[src/design/svm_pkg.sv]
// Package with shared types and constants for the sample voice mixer.
`default_nettype none
package svm_pkg;

  localparam int SOUND_SLOTS  = 32;
  localparam int SLOT_W       = 5;
  localparam int SAMPLE_WORDS = 65536;
  localparam int ADDR_W       = 16;
  localparam int SAMPLE_BITS  = 16;
  localparam int POS_W        = 17;
  localparam int GAIN_W       = 20;
  localparam int DEF_VOICES   = 16;

  localparam logic [15:0] UNITY_Q15 = 16'd32768;

  typedef enum logic [2:0] {
    CMD_LOAD   = 3'd0,
    CMD_EXTENT = 3'd1,
    CMD_TRIG   = 3'd2,
    CMD_QUERY  = 3'd3,
    CMD_TICK   = 3'd4
  } cmd_t;

  typedef enum logic [2:0] {
    REG_MASTER = 3'd0,
    REG_EFFECT = 3'd1,
    REG_MUSIC  = 3'd2,
    REG_BSOUND = 3'd3,
    REG_BGAIN  = 3'd4,
    REG_INUSE  = 3'd5
  } reg_idx_t;

  typedef enum logic [2:0] {
    ST_IDLE,
    ST_GAIN,
    ST_BOOST,
    ST_VOICE,
    ST_DRAIN,
    ST_DONE
  } state_t;

  typedef struct packed {
    logic              active;
    logic [SLOT_W-1:0] sound;
    logic [POS_W-1:0]  pos;
  } voice_t;

  typedef struct packed {
    logic busy;
    logic shift;
  } ctrl_t;

endpackage
`default_nettype wire

[src/design/svm_voice_cell.sv]
// One voice cell of the rotating voice chain.
`default_nettype none
module svm_voice_cell (
  input  wire logic            clk,
  input  wire logic            rst,
  input  wire logic            shift,
  input  var  svm_pkg::voice_t shift_in,
  input  wire logic            wr,
  input  var  svm_pkg::voice_t wr_val,
  output svm_pkg::voice_t      cur
);

  always_ff @(posedge clk) begin
    if (rst) begin
      cur <= '0;
    end else if (wr) begin
      cur <= wr_val;
    end else if (shift) begin
      cur <= shift_in;
    end
  end

endmodule
`default_nettype wire

[config.mk]
export PLATFORM = sky130hd
export DESIGN_NAME = svm_voice_cell
export DESIGN_NICKNAME = d
export VERILOG_FILES = /design/src/design/svm_pkg.sv /design/src/design/svm_voice_cell.sv
export SDC_FILE = /design/constraint.sdc
export NUM_CORES = 1
export LEC_CHECK = 0
export BUFFER_PORTS_ARGS = -buffer_cell sky130_fd_sc_hd__buf_4
export CAP_MARGIN = 25
export CORE_MARGIN = 3
export CORE_UTILIZATION = 38
export CTS_BUF_LIST = sky130_fd_sc_hd__clkbuf_8
export DETAILED_ROUTE_END_ITERATION = 10
export GPL_ROUTABILITY_DRIVEN = 0
export PLACE_DENSITY = 0.77
export SLEW_MARGIN = 20
export SYNTH_ARGS = -nofsm -noshare
export SYNTH_HDL_FRONTEND = slang
export SYNTH_SLANG_ARGS = --single-unit
[constraint.sdc]
create_clock -name clk -period 0.85 [get_ports clk]
set_input_delay 0.17 -clock clk [delete_from_list [all_inputs] [get_ports clk]]
set_output_delay 0.17 -clock clk [all_outputs]
set_load 0.1 [all_outputs]
Yosys cells after proc, flatten, opt, wreduce, memory -nomap -nowiden

Cells that the tools add are included.
Widths: inputs -> output; s select.

Flip-flop bits (word level): 23
Input port bits: 50
Output and inout port bits: 23
Word-level logic and storage cells: 6

Muxes and demuxes: 2
Reduce and logical (&&, ||, !) cells: 1

Operators by type and width:

| operator          | count |
|---|---|
| $mux 23           | 2 |
| $reduce_bool 2->1 | 1 |

Logic depth before layout (Yosys ltp)

Depth in word-level cells: 2
Gate-level depth with buffers: 4
Depth with buffers taken out: 2

Least setup slack after synthesis

OpenSTA, ideal clock, no wires.

Kind: register -> register
Start: reg cur[0] (netlist name)
End: reg cur[0] in the netlist's numbering
Setup time: 0.086 ns
Data arrival time: 1.306 ns
Data required time: 0.764 ns
Slack: -0.542 ns
Stages on the path, launching flop included: 3
Path buffers: 0
Period minus slack after synthesis: 1.392 ns
Cell sequence: dfxtp_1 mux2i_1 a211oi_1

RTL lines:

| item                 | RTL line             | RTL |
|---|---|---|
| to (signal assigned) | svm_voice_cell.sv:17 | `cur <= wr_val;` |
| to (signal assigned) | svm_voice_cell.sv:19 | `cur <= shift_in;` |
| to (decl)            | svm_voice_cell.sv:10 | `output svm_pkg::voice_t cur` |

Worst setup path in the final report

Start: reg cur[22] in the netlist's numbering
End: out cur[22] in the netlist's numbering

No word-level cell between the ends.

==> results.py <==
metrics = {
    "global_route": {
        "grt_pass1_vias": 1113,
        "use_met1": 0.2058,
        "antenna_found_initial": 0,
        "grt_overflow": 0,
        "grt_pass1_wl_microns": 5133,
        "top_usage_layer": "met2",
        "met2_usage": 0.3619,
        "grt_use_total": 0.1928,
        "grt_max_degree": 25,
        "met3_usage": 0.03268,
    },
    "min_path": {
        "hold_class": "in2reg",
        "hold_start": "wr_val[11]",
    },
    "run_status": {
        "violations": "setup timing",
        "status": "finished with violations",
    },
    "floorplan": {
        "ios": 73,
        "rows": 18,
        "die_x_microns": 59.43,
        "die-area_sq_mm": 0.003532,
        "core_sq_mm": 0.002590,
        "die_h_microns": 59.43,
        "start_util": 0.4188,
    },
    "power": {
        "leakagePower_nw": 0.9291,
        "p_per_area_mw_per_mm2": 1585,
        "total_power_mw": 3.315,
        "irDropWorstVdd_uv": 1291,
    },
    "detailed_routing": {
        "vias": 1051,
        "post_drt_wl_per_cell_microns": 15.77,
        "post_drt_via_cell_ratio": 5.127,
        "ant_nets": 0,
        "drtIter0Drc": 17,
        "drcViolationCount": 0,
        "finalWirelength_microns": 3233,
        "drtPass1Iterations": 4,
    },
    "final_layout": {
        "drive_gt1_frac": 0.5943,
        "fin_cells": 205,
        "fillers": 153,
        "largest_register_ffs": 23,
        "fin_util": 0.8072,
        "reg_top3": "cur: 23 flops",
        "layout_common_cells": "buf_4, buf_12",
        "area.growth.synth_to_final_pct": 92.73,
        "design_area_sq_mm": 0.002091,
        "fin_nets": 226,
        "antenna_cells": 0,
        "layout_commonest_cell": "buf_4",
        "regMostFlops": "cur",
    },
    "synth": {
        "syn_nets": 152,
        "yosys_warnings": 0,
        "synthCells": 102,
        "synth.distinct_cells": 8,
        "syn_area_sq_mm": 0.001085,
        "yosys.area.top_type_share": 0.4245,
        "ys_seq_area_frac": 0.4245,
        "ys_ff_latch": 23,
        "ys_top_cells_by_area": "dfxtp_1, mux2i_1, a211oi_1",
        "synth_top_area_cell": "dfxtp_1",
        "syn_avg_cell_area_sq_um": 10.64,
    },
    "sta": {
        "worst_slew_pin_slew_ns": 0.2448,
        "hold_violations": 0,
        "timing.final.crit_period_ns": 0.9761,
        "finalWorstSetupSlack_ns": -0.1261,
        "holdWs_ns": 0.1955,
        "drv_slew": 0,
        "fin_worst_skew_ns": 0,
        "slew-limit-headroom": 0.8368,
        "totalNegativeSetupSlack_ns": -2.692,
        "rsz0062_at_grt": "true",
        "setup_viol": 23,
        "max_freq_mhz": 1024,
        "fin_crit_sh": 1.148,
    },
    "placed_design": {
        "dp_cells": 198,
        "dpl_worst_slack_ns": -0.1546,
        "io_buffers": 72,
        "dp_hpwl_microns": 2283,
        "placed_area_sq_mm": 0.001735,
    },
    "clocking": {
        "cts_tree": "built",
        "clock_sinks": 23,
        "cts_htree_levels": 1,
        "ctsHoldBuffers": 0,
        "clock_latency_ns": 0.27,
        "numCtsBuffers": 3,
        "cts.clk_slew.worst_paths_ns": 0.08,
        "clockBufferDepth": 2,
        "root_buffer": "clkbuf_8",
    },
    "flow_run": {
        "max_cap_viol_count": 0,
    },
    "critical_path": {
        "path_cells": "buf_12",
        "crit_fanout": 2,
        "critPathTopFamily": "flip-flops",
        "crit_slowest_cell": "dfxtp_4",
        "cp-startpoint": "cur[22]$_SDFFE_PP0P_",
        "critical_path_class": "reg2out",
        "critPathLaunchType": "flop",
        "max_stage_delay_ns": 0.37,
        "r2r-start": "cur[16]$_SDFFE_PP0P_",
        "cp.required_ns": 0.68,
        "end_kind": "output pin",
        "worstPathArrival_ns": 0.81,
        "worst-path-buf-inv": 1,
    },
}
## layer usage
metal  vias to the layer above  wire [microns]
met4                         0              59
li1                        514               -
met1                       500            1212
met2                        32            1800
met3                         5             161
met5                         -               0
## cells by family (layout without fill, tap and decap cells)
group	Yosys count	count (layout)	synth area share
AO/OA/AOI/OAI	23	23	0.1592
AND/OR/NAND/NOR	23	23	0.1326
buffers and inverters	10	83	0.07151
flip-flops	23	23	0.4245
multiplexers	23	23	0.2122
## layout make-up
| cell class | instances | area (sq um) | share of cell area |
|---|---|---|---|
| timing repair buffer | 78 | 910.9 | 0.4357 |
| sequential | 23 | 546.8 | 0.2615 |
| multi-input combinational | 69 | 546.8 | 0.2615 |
| clock buffer | 3 | 41.29 | 0.01975 |
| tap | 30 | 37.54 | 0.01795 |
| clock inverter | 1 | 3.754 | 0.001795 |
| inverter | 1 | 3.754 | 0.001795 |
## synthesized netlist by cell type
master    instances
buf_6             1
buf_12            2
nor2b_1          23
clkbuf_1          6
dfxtp_1          23
mux2i_1          23
inv_1             1
a211oi_1         23
## power breakdown
group | internal (mW) | switching, mW | total [mW]
sequential | 1.15 | 0.0873 | 1.24
clock | 0.323 | 0.345 | 0.668
combinational | 0.601 | 0.809 | 1.41
## what timing repair did
item / in CTS / in global routing
endpoints found under the hold margin: 0 / 0
resized for setup: 69 / 0
buffers inserted: 1 / 2
pin swaps: 0 / 0
setup endpoints to repair: 23 / 24
## worst paths after layout
path / to / slack, ns / cells past startpoint
hold reg to reg: cur[14]$_SDFFE_PP0P_ / 0.59 / 2
setup / recovery: cur[22] / -0.13 / 1
setup reg to reg: cur[16]$_SDFFE_PP0P_ / 0.01 / 3
hold / removal: cur[11]$_SDFFE_PP0P_ / 0.20 / 3
(Power assumes the default switching activity.)
